==> config.mk <==
export PLATFORM = sky130hd
export DESIGN_NAME = keyed_pool_fifo_evict_flat
export DESIGN_NICKNAME = d
export VERILOG_FILES = /design/src/hdl/kpf_pkg.sv /design/src/hdl/kpf_req_if.sv /design/src/hdl/kpf_rsp_if.sv /design/src/hdl/kpf_ram.sv /design/src/hdl/keyed_pool_fifo_evict.sv /design/src/flat_wrapper.sv
export SDC_FILE = /design/constraint.sdc
export NUM_CORES = 1
export LEC_CHECK = 0
export BUFFER_PORTS_ARGS = -buffer_cell sky130_fd_sc_hd__buf_2
export CAP_MARGIN = 0
export CORE_ASPECT_RATIO = 0.8
export CORE_MARGIN = 5
export CORE_UTILIZATION = 59
export DETAILED_ROUTE_END_ITERATION = 10
export PLACE_DENSITY_LB_ADDON = 0.05
export SYNTH_ARGS = -nofsm -noshare
export SYNTH_HDL_FRONTEND = slang
export SYNTH_SLANG_ARGS = --single-unit
==> constraint.sdc <==
create_clock -name clk_i -period 10.65 [get_ports clk_i]
set_clock_uncertainty 0.15 [all_clocks]
set_input_delay 1.5975 -clock clk_i [delete_from_list [all_inputs] [get_ports clk_i]]
set_output_delay 1.5975 -clock clk_i [all_outputs]
set_load 0.01 [all_outputs]
==> src/hdl/kpf_pkg.sv <==
// Package for the keyed pool with oldest-first replacement.
// Holds field widths, the register reset value and the sequencer state type.
// No dependencies.
`timescale 1ns / 1ps

package kpf_pkg;

  localparam int KEY_W    = 32;
  localparam int HANDLE_W = 16;
  localparam int STAMP_W  = 32;
  localparam int CFG_W    = 4;

  localparam logic [CFG_W-1:0] CACHE_SIZE_RST = 4'd8;

  typedef enum logic [2:0] {
    S_IDLE   = 3'b001,
    S_SCAN   = 3'b010,
    S_DECIDE = 3'b100
  } kpf_state_e;

endpackage

==> src/hdl/kpf_req_if.sv <==
// Request channel of the keyed pool: valid/ready handshake with mode, key, handle.
// Depends on kpf_pkg for the field widths.
`timescale 1ns / 1ps

interface kpf_req_if;
  logic                          valid;
  logic                          ready;
  logic                          mode;
  logic [kpf_pkg::KEY_W-1:0]     key;
  logic [kpf_pkg::HANDLE_W-1:0]  handle;

  modport source (output valid, output mode, output key, output handle, input ready);
  modport sink   (input valid, input mode, input key, input handle, output ready);
endinterface

==> src/hdl/kpf_rsp_if.sv <==
// Response channel of the keyed pool: valid/ready handshake with the lookup outcome.
// Depends on kpf_pkg for the field widths.
`timescale 1ns / 1ps

interface kpf_rsp_if;
  logic                          valid;
  logic                          ready;
  logic                          hit;
  logic [kpf_pkg::HANDLE_W-1:0]  found_handle;
  logic                          inserted;
  logic                          evicted;
  logic [kpf_pkg::HANDLE_W-1:0]  evicted_handle;

  modport source (output valid, output hit, output found_handle, output inserted,
                  output evicted, output evicted_handle, input ready);
  modport sink   (input valid, input hit, input found_handle, input inserted,
                  input evicted, input evicted_handle, output ready);
endinterface

==> src/hdl/kpf_ram.sv <==
// Generic single-write, single-read RAM with registered read data.
// No dependencies.
`timescale 1ns / 1ps

module kpf_ram #(
  parameter int WIDTH = 8,
  parameter int DEPTH = 8
) (
  input  logic                                       clk_i,
  input  logic                                       we_i,
  input  logic [((DEPTH > 1) ? $clog2(DEPTH) : 1)-1:0] waddr_i,
  input  logic [WIDTH-1:0]                           wdata_i,
  input  logic                                       re_i,
  input  logic [((DEPTH > 1) ? $clog2(DEPTH) : 1)-1:0] raddr_i,
  output logic [WIDTH-1:0]                           rdata_o
);

  logic [WIDTH-1:0] mem_q [DEPTH];
  logic [WIDTH-1:0] rdata_q;

  always_ff @(posedge clk_i) begin
    if (we_i) begin
      mem_q[waddr_i] <= wdata_i;
    end
    if (re_i) begin
      rdata_q <= mem_q[raddr_i];
    end
  end

  assign rdata_o = rdata_q;

endmodule

==> src/hdl/keyed_pool_fifo_evict.sv <==
// Top level of the keyed resource pool with oldest-first replacement.
// Depends on kpf_pkg, kpf_req_if, kpf_rsp_if and kpf_ram.
`timescale 1ns / 1ps

// Usage
//   req_i carries one request: mode 0 fetches the oldest entry whose key matches
//   and removes it; mode 1 stores (key, handle) unless the handle is already held,
//   evicting the oldest entry first when occupancy has reached cache_size.
//   rsp_o returns exactly one response per request, in request order.
//   cfg_we_i / cfg_wdata_i write the cache_size register (values 0 and above
//   POOL_DEPTH are clamped to 1 and POOL_DEPTH). Write it only while idle.
// Timing
//   A request is taken only in the idle state. The sequencer then streams all
//   POOL_DEPTH slots out of the entry RAM, one per cycle, through a single age
//   subtract-and-compare unit; each slot passes the registered RAM read before
//   the compare, and the decision step follows the end of the scan and loads
//   the response register. A new request is taken only after that decision,
//   once the sequencer is back in the idle state.
// Reset
//   rst_ni clears all valid bits, the stamp counter, the response valid flag and
//   sets cache_size to 8. Key, handle and stamp storage is not cleared.
// Backpressure
//   The response register holds a finished response until rsp_o.ready; the
//   next request is accepted meanwhile, and its decision step waits for the
//   response register to drain.
module keyed_pool_fifo_evict #(
  parameter int POOL_DEPTH = 8,
  parameter int KEY_WIDTH  = 32
) (
  input  logic                       clk_i,
  input  logic                       rst_ni,
  input  logic                       cfg_we_i,
  input  logic [kpf_pkg::CFG_W-1:0]  cfg_wdata_i,
  kpf_req_if.sink                    req_i,
  kpf_rsp_if.source                  rsp_o
);

  import kpf_pkg::*;

  localparam int KW     = (KEY_WIDTH < KEY_W) ? KEY_WIDTH : KEY_W;
  localparam int IdxW   = (POOL_DEPTH > 1) ? $clog2(POOL_DEPTH) : 1;
  localparam int CntW   = $clog2(POOL_DEPTH + 1);
  localparam int SzW    = (CntW > CFG_W) ? CntW : CFG_W;
  localparam int RamW   = KW + HANDLE_W + STAMP_W;

  // sequencer and request latch
  kpf_state_e           state_q, state_d;
  logic [CntW-1:0]      issue_cnt_q, issue_cnt_d;
  logic                 rvalid_q, rvalid_d;
  logic [IdxW-1:0]      ridx_q, ridx_d;
  logic                 mode_q;
  logic [KW-1:0]        key_q;
  logic [HANDLE_W-1:0]  handle_q;

  // scan trackers
  logic                 found_q, found_d;
  logic [IdxW-1:0]      best_idx_q, best_idx_d;
  logic [STAMP_W-1:0]   best_age_q, best_age_d;
  logic [HANDLE_W-1:0]  best_handle_q, best_handle_d;
  logic                 held_q, held_d;
  logic [CntW-1:0]      cnt_q, cnt_d;
  logic                 free_found_q, free_found_d;
  logic [IdxW-1:0]      free_idx_q, free_idx_d;

  // pool state
  logic [POOL_DEPTH-1:0] valid_q, valid_d;
  logic [STAMP_W-1:0]    next_stamp_q, next_stamp_d;
  logic [CFG_W-1:0]      cache_size_q;

  // response register
  logic                 out_valid_q, out_valid_d;
  logic                 out_hit_q, out_ins_q, out_ev_q;
  logic [HANDLE_W-1:0]  out_found_q, out_ev_handle_q;

  // entry RAM
  logic                 ram_we, ram_re;
  logic [IdxW-1:0]      ram_waddr;
  logic [RamW-1:0]      ram_wdata, ram_rdata;
  logic [KW-1:0]        rd_key;
  logic [HANDLE_W-1:0]  rd_handle;
  logic [STAMP_W-1:0]   rd_stamp;

  // shared age unit and decision terms
  logic [STAMP_W-1:0]   age;
  logic                 rd_valid, cand;
  logic [SzW-1:0]       cs_ext, eff_size;
  logic                 evict, dec_go, req_fire, store_ins;
  logic [IdxW-1:0]      ins_slot;

  assign req_fire    = req_i.valid && req_i.ready;
  assign req_i.ready = (state_q == S_IDLE);

  assign rd_key    = ram_rdata[RamW-1 -: KW];
  assign rd_handle = ram_rdata[HANDLE_W+STAMP_W-1 -: HANDLE_W];
  assign rd_stamp  = ram_rdata[STAMP_W-1:0];

  // one age subtract and compare per scanned slot; ties keep the lower slot
  assign age      = next_stamp_q - rd_stamp;
  assign rd_valid = valid_q[ridx_q];
  assign cand     = rd_valid && (mode_q || (rd_key == key_q));

  // clamp the configured size to 1 .. POOL_DEPTH
  always_comb begin
    cs_ext = SzW'(cache_size_q);
    if (cache_size_q == '0) begin
      eff_size = SzW'(1);
    end else if (cs_ext > SzW'(POOL_DEPTH)) begin
      eff_size = SzW'(POOL_DEPTH);
    end else begin
      eff_size = cs_ext;
    end
  end

  assign evict     = mode_q && !held_q && found_q && (SzW'(cnt_q) >= eff_size);
  assign store_ins = mode_q && !held_q;
  // lowest free slot once the victim is gone
  assign ins_slot  = (evict && (!free_found_q || (best_idx_q < free_idx_q))) ?
                     best_idx_q : free_idx_q;
  assign dec_go    = (state_q == S_DECIDE) && (!out_valid_q || rsp_o.ready);

  assign ram_re    = (state_q == S_SCAN) && (issue_cnt_q < CntW'(POOL_DEPTH));
  assign ram_we    = dec_go && store_ins;
  assign ram_waddr = ins_slot;
  assign ram_wdata = {key_q, handle_q, next_stamp_q};

  kpf_ram #(
    .WIDTH (RamW),
    .DEPTH (POOL_DEPTH)
  ) u_entry_ram (
    .clk_i   (clk_i),
    .we_i    (ram_we),
    .waddr_i (ram_waddr),
    .wdata_i (ram_wdata),
    .re_i    (ram_re),
    .raddr_i (issue_cnt_q[IdxW-1:0]),
    .rdata_o (ram_rdata)
  );

  always_comb begin
    state_d       = state_q;
    issue_cnt_d   = issue_cnt_q;
    rvalid_d      = 1'b0;
    ridx_d        = ridx_q;
    found_d       = found_q;
    best_idx_d    = best_idx_q;
    best_age_d    = best_age_q;
    best_handle_d = best_handle_q;
    held_d        = held_q;
    cnt_d         = cnt_q;
    free_found_d  = free_found_q;
    free_idx_d    = free_idx_q;
    valid_d       = valid_q;
    next_stamp_d  = next_stamp_q;
    out_valid_d   = out_valid_q && !rsp_o.ready;

    unique case (state_q)
      S_IDLE: begin
        if (req_fire) begin
          // start a fresh scan
          issue_cnt_d  = '0;
          found_d      = 1'b0;
          held_d       = 1'b0;
          cnt_d        = '0;
          free_found_d = 1'b0;
          state_d      = S_SCAN;
        end
      end
      S_SCAN: begin
        if (ram_re) begin
          issue_cnt_d = issue_cnt_q + CntW'(1);
          rvalid_d    = 1'b1;
          ridx_d      = issue_cnt_q[IdxW-1:0];
        end
        if (rvalid_q) begin
          if (cand && (!found_q || (age > best_age_q))) begin
            found_d       = 1'b1;
            best_idx_d    = ridx_q;
            best_age_d    = age;
            best_handle_d = rd_handle;
          end
          if (rd_valid) begin
            cnt_d = cnt_q + CntW'(1);
            if (rd_handle == handle_q) begin
              held_d = 1'b1;
            end
          end else if (!free_found_q) begin
            free_found_d = 1'b1;
            free_idx_d   = ridx_q;
          end
        end else if (!ram_re) begin
          state_d = S_DECIDE;
        end
      end
      S_DECIDE: begin
        if (dec_go) begin
          out_valid_d = 1'b1;
          // drop the hit entry or the victim, then claim the insert slot
          if ((!mode_q && found_q) || evict) begin
            valid_d[best_idx_q] = 1'b0;
          end
          if (store_ins) begin
            valid_d[ins_slot] = 1'b1;
            next_stamp_d      = next_stamp_q + STAMP_W'(1);
          end
          state_d = S_IDLE;
        end
      end
      default: begin
        state_d = S_IDLE;
      end
    endcase
  end

  always_ff @(posedge clk_i or negedge rst_ni) begin
    if (!rst_ni) begin
      state_q      <= S_IDLE;
      rvalid_q     <= 1'b0;
      valid_q      <= '0;
      next_stamp_q <= '0;
      cache_size_q <= CACHE_SIZE_RST;
      out_valid_q  <= 1'b0;
    end else begin
      state_q      <= state_d;
      rvalid_q     <= rvalid_d;
      valid_q      <= valid_d;
      next_stamp_q <= next_stamp_d;
      out_valid_q  <= out_valid_d;
      if (cfg_we_i) begin
        cache_size_q <= cfg_wdata_i;
      end
    end
  end

  // datapath registers, no reset needed
  always_ff @(posedge clk_i) begin
    issue_cnt_q   <= issue_cnt_d;
    ridx_q        <= ridx_d;
    found_q       <= found_d;
    best_idx_q    <= best_idx_d;
    best_age_q    <= best_age_d;
    best_handle_q <= best_handle_d;
    held_q        <= held_d;
    cnt_q         <= cnt_d;
    free_found_q  <= free_found_d;
    free_idx_q    <= free_idx_d;
    if (req_fire) begin
      mode_q   <= req_i.mode;
      key_q    <= req_i.key[KW-1:0];
      handle_q <= req_i.handle;
    end
    if (dec_go) begin
      out_hit_q       <= !mode_q && found_q;
      out_found_q     <= (!mode_q && found_q) ? best_handle_q : '0;
      out_ins_q       <= store_ins;
      out_ev_q        <= evict;
      out_ev_handle_q <= evict ? best_handle_q : '0;
    end
  end

  assign rsp_o.valid          = out_valid_q;
  assign rsp_o.hit            = out_hit_q;
  assign rsp_o.found_handle   = out_found_q;
  assign rsp_o.inserted       = out_ins_q;
  assign rsp_o.evicted        = out_ev_q;
  assign rsp_o.evicted_handle = out_ev_handle_q;

  // an insert bumps the stamp counter by exactly one
  a_stamp_step: assert property (@(posedge clk_i) disable iff (!rst_ni)
    (dec_go && store_ins) |=> (next_stamp_q == $past(next_stamp_q) + STAMP_W'(1)))
    else $error("stamp counter did not advance on insert");

  // the insert slot is occupied after the decision
  a_ins_valid: assert property (@(posedge clk_i) disable iff (!rst_ni)
    (dec_go && store_ins) |=> valid_q[$past(ins_slot)])
    else $error("inserted slot not marked valid");

  // an eviction always comes with an insert, never with a fetch hit
  a_evict_ins: assert property (@(posedge clk_i) disable iff (!rst_ni)
    rsp_o.valid |-> (!rsp_o.evicted || (rsp_o.inserted && !rsp_o.hit)))
    else $error("eviction without insert");

  // a hit never coexists with an insert in one response
  a_hit_excl: assert property (@(posedge clk_i) disable iff (!rst_ni)
    rsp_o.valid |-> !(rsp_o.hit && rsp_o.inserted))
    else $error("fetch hit and insert in one response");

endmodule

==> src/flat_wrapper.sv <==
// flat-port wrapper written by rule: the top's interface ports become plain ports
module keyed_pool_fifo_evict_flat import kpf_pkg::*;
#(
  parameter int POOL_DEPTH = 8,
  parameter int KEY_WIDTH  = 32
)
  (clk_i, rst_ni, cfg_we_i, cfg_wdata_i, req_i_valid, req_i_mode, req_i_key, req_i_handle, req_i_ready, rsp_o_valid, rsp_o_hit, rsp_o_found_handle, rsp_o_inserted, rsp_o_evicted, rsp_o_evicted_handle, rsp_o_ready);
  kpf_req_if req_i_i ();
  kpf_rsp_if rsp_o_i ();
  input  logic clk_i;
  input  logic rst_ni;
  input  logic cfg_we_i;
  input  logic [kpf_pkg::CFG_W-1:0] cfg_wdata_i;
  input wire logic [$bits(req_i_i.valid)-1:0] req_i_valid;
  input wire logic [$bits(req_i_i.mode)-1:0] req_i_mode;
  input wire logic [$bits(req_i_i.key)-1:0] req_i_key;
  input wire logic [$bits(req_i_i.handle)-1:0] req_i_handle;
  output wire logic [$bits(req_i_i.ready)-1:0] req_i_ready;
  output wire logic [$bits(rsp_o_i.valid)-1:0] rsp_o_valid;
  output wire logic [$bits(rsp_o_i.hit)-1:0] rsp_o_hit;
  output wire logic [$bits(rsp_o_i.found_handle)-1:0] rsp_o_found_handle;
  output wire logic [$bits(rsp_o_i.inserted)-1:0] rsp_o_inserted;
  output wire logic [$bits(rsp_o_i.evicted)-1:0] rsp_o_evicted;
  output wire logic [$bits(rsp_o_i.evicted_handle)-1:0] rsp_o_evicted_handle;
  input wire logic [$bits(rsp_o_i.ready)-1:0] rsp_o_ready;
  assign req_i_i.valid = req_i_valid;
  assign req_i_i.mode = req_i_mode;
  assign req_i_i.key = req_i_key;
  assign req_i_i.handle = req_i_handle;
  assign req_i_ready = req_i_i.ready;
  assign rsp_o_valid = rsp_o_i.valid;
  assign rsp_o_hit = rsp_o_i.hit;
  assign rsp_o_found_handle = rsp_o_i.found_handle;
  assign rsp_o_inserted = rsp_o_i.inserted;
  assign rsp_o_evicted = rsp_o_i.evicted;
  assign rsp_o_evicted_handle = rsp_o_i.evicted_handle;
  assign rsp_o_i.ready = rsp_o_ready;
  keyed_pool_fifo_evict #(.POOL_DEPTH(POOL_DEPTH), .KEY_WIDTH(KEY_WIDTH)) u_core (.clk_i(clk_i), .rst_ni(rst_ni), .cfg_we_i(cfg_we_i), .cfg_wdata_i(cfg_wdata_i), .req_i(req_i_i), .rsp_o(rsp_o_i));
endmodule
==> impl_metrics.tcl <==
set metrics [dict create \
    peakVddDrop_mv 0.1557 \
    gr-usage-all-layers_pct 21.57 \
    post_drt_wl_per_cell_um 24.01 \
    antennaDiodeCount 0 \
    io_buffers 94 \
    clkTransAtPathRegs_ps 60 \
    netlist_instances 1890 \
    pwr-share-comb_pct 13.5 \
    worst_slew_pin_slew_ps 1169 \
    wl_um 70810 \
    globalplace.congestion 0.7946 \
    path_max_fanout 32 \
    dp_hpwl_um 39190 \
    worstSetupPathType "reg2reg" \
    cts_resized 0 \
    yosysTopAreaCellShare_pct 71.22 \
    nets 2177 \
    synth.yosys.seq_area_share_pct 74.56 \
    die_w_um 289.1 \
    setup_tns_ps 0 \
    crit_family "compound AO/OA/AOI/OAI gates" \
    multi_input_area_sq_mm 0.008927 \
    p_clk_share_pct 35.3 \
    cap_violations 0 \
    route.vias.total 17460 \
    async_flop_share_pct 5.320 \
    cp_num_buf_inv 3 \
    die_y_um 233.3 \
    area_growth_pct 12.00 \
    switchingPower_uw 2052 \
    drive_above_1_share_pct 25.11 \
    crit_path_end_kind "flip-flop" \
    grt_pass1_vias 18070 \
    drt_iter0_markers 1282 \
    syn-cell-area_sq_mm 0.03677 \
    cts_tree "built" \
    fin_crit_sh_pct 61.93 \
    drc_errors 0 \
    std_cell_rows 81 \
    arrival_ps 6710 \
    htreeDepth 3 \
    netSwitchingFraction_pct 24.05 \
    grt_overflow 0 \
    rsz0062_at_grt "false" \
    final_common_cell "edfxtp_1" \
    yosysTopAreaCell "edfxtp_1" \
    ctsHoldBuffers 0 \
    routed_via_density 5.920 \
    first_pass_iters 5 \
    start_util_pct 59.87 \
    critPathRequiredTime_ps 10760 \
    clock_path_buffers 3 \
    min_path_type "reg2reg" \
    ys.flop_type "edfxtp_1" \
    fmax_mhz 151.6 \
    ys_ff_latch 921 \
    synth_cell_types 63 \
    synth_edf_count 872 \
    post_cts_buffers 0 \
    clock-sinks 921 \
    whs_ps 325.8 \
    nFillCells 4052 \
    fp.coreArea_sq_mm 0.06142 \
    slowest_delay_ps 620 \
    startpoint_type "flip-flop" \
    clockRootBuffer "clkbuf_16" \
    grt_max_degree 130 \
    status "complete, no violations" \
    synth_nets 2021 \
    cts_made_buffers 88 \
    ys_warn_count 0 \
    setup_viol 0 \
    pwr-share-seq_pct 51.2 \
    synth_area_leaders "edfxtp_1, mux4_2, dfrtp_1" \
    io_pins 95 \
    p_int_uw 6481 \
    path_cells "inv_1 -> ha_1 -> inv_1 -> fa_1 -> a211oi_2 -> o21ai_1 -> o22a_2 -> a41o_1 -> a221oi_2 -> o21ai_2 -> a221o_1 -> a211o_1 -> ha_1 -> nand4_1 -> nor4_1 -> o21ai_0 -> a22oi_1 -> o221ai_1 -> nor2_4 -> buf_4" \
    avgSynthCellArea_sq_um 19.45 \
    crit_slowest_cell "nor2_4" \
    powerDensity_mw_per_mm2 207.2 \
    grt_pass1_wl_um 109600 \
    finalHoldViolCount 0 \
    drv_slew 0 \
    antenna_found_initial 1 \
    relSlewSlack_pct 21.85 \
    post-route-min-period_ps 6596 \
    p_leak_uw 0.01474 \
    final_cell_mix "edfxtp_1, mux4_2, buf_2" \
    regArea_sq_mm 0.02741 \
    antenna_left 0 \
    dieArea_sq_mm 0.06744 \
    worstSkewPairLatency_ps 630 \
]
## metal layers
layer	up-vias	wire, um	track usage, %
met5	-	13	0
met4	2	1343	5.159
met3	98	3583	3.356
met2	450	34780	35.23
met1	9086	31080	31.42
li1	7822	-	-
## synthesized netlist by cell type (10+ instances only)
| master | number |
|---|---|
| nor2_1 | 51 |
| mux4_2 | 162 |
| nand2b_1 | 15 |
| ha_1 | 72 |
| a21oi_1 | 41 |
| nor3_1 | 10 |
| inv_1 | 74 |
| o21ai_0 | 30 |
| nand3_1 | 19 |
| a21o_1 | 29 |
| and3_1 | 10 |
| and2_1 | 41 |
| mux2_2 | 84 |
| dfrtp_1 | 47 |
| nor4_1 | 13 |
| nand2_1 | 50 |
| clkbuf_1 | 43 |
| nor2b_1 | 11 |
| nand4_1 | 16 |
| xor2_1 | 69 |
| edfxtp_1 | 872 |
| buf_1 | 13 |
| xnor2_1 | 41 |
## logic make-up after synthesis
group / count (synthesis) / share of synthesized area [%]
compound gates: 149 / 2.627
xor+xnor: 110 / 2.620
fa+ha+maj: 73 / 2.505
buf+inv: 132 / 1.358
flops: 921 / 74.56
mux: 250 / 12.60
simple gates: 255 / 3.726
## power groups by stage
stage	combinational, uW	clock [uW]	sequential (uW)
4_1_cts	1180	3080	4370
5_1_grt	1260	3240	4390
3_3_place_gp	1160	0	4430
3_5_place_dp	1180	0	4450
6_report	1150	3010	4370
2_1_floorplan	865	0	4400
## metrics by stage
step                      util (%)  setup slack, ps  power [uW]  instance area (sq um)  cells
after floorplan                  -             3674        5267                  36770   1890
after global placement       62.46             4221        5589                  38360   2786
after detailed placement     62.46             4093        5621                  38360   2786
after CTS                    67.05             4032        8627                  41180   2949
after global routing         67.05             3687        8892                  41180   2949
final                        67.05             4054        8533                  41180   2949
## final cells by class
| type | count | area share, % |
|---|---|---|
| Clock buffer | 115 | 5.743 |
| Clock inverter | 48 | 1.100 |
| Inverter | 75 | 0.6836 |
| Multi-Input combinational cell | 837 | 21.68 |
| Sequential cell | 921 | 66.57 |
| Tap cell | 830 | 2.522 |
| Timing Repair Buffer | 123 | 1.702 |
## final timing paths
kind / slack (ps) / from / endpoint / depth (start not counted)
worst max-delay path: 4050 / u_core.next_stamp_q[0]$_DFFE_PN0P_ / u_core.best_age_q[28]$_DFFE_PP_ / 20
worst min-delay path: 330 / u_core.u_entry_ram.rdata_o[34]$_DFFE_PP_ / u_core.best_handle_q[2]$_DFFE_PP_ / 0
worst max register to register: 4050 / u_core.next_stamp_q[0]$_DFFE_PN0P_ / u_core.best_age_q[28]$_DFFE_PP_ / 20
worst min register to register: 330 / u_core.u_entry_ram.rdata_o[34]$_DFFE_PP_ / u_core.best_handle_q[2]$_DFFE_PP_ / 0
max in group asynchronous: 8910 / rst_ni / u_core.next_stamp_q[26]$_DFFE_PN0P_ / 2
min in group asynchronous: 960 / rst_ni / u_core.rsp_o.valid$_DFF_PN0_ / 2
## state kept, by name, summed over array words and instances, names as in the netlist, 4 cells and up
register and flops:
u_core.key_q 32, u_core.issue_cnt_q 4, u_core.rsp_o.evicted_handle 16, u_core.rsp_o.found_handle 16
u_core.cache_size_q 4, u_core.best_age_q 32, u_core.best_handle_q 16, u_core.handle_q 16
u_core.u_entry_ram.mem_q 640, u_core.u_entry_ram.rdata_o 80, u_core.cnt_q 4, u_core.valid_q 8
u_core.next_stamp_q 32
## worst register-to-register path, stage by stage, from the launching register on
cell	delay, ps
dfrtp_1	490
inv_1	140
ha_1	180
inv_1	60
fa_1	420
a211oi_2	220
o21ai_1	130
o22a_2	290
a41o_1	290
a221oi_2	420
o21ai_2	160
a221o_1	370
a211o_1	290
ha_1	290
nand4_1	140
nor4_1	390
o21ai_0	150
a22oi_1	270
o221ai_1	240
nor2_4	620
buf_4	510
Note: power is estimated with default switching activity, not from simulation.
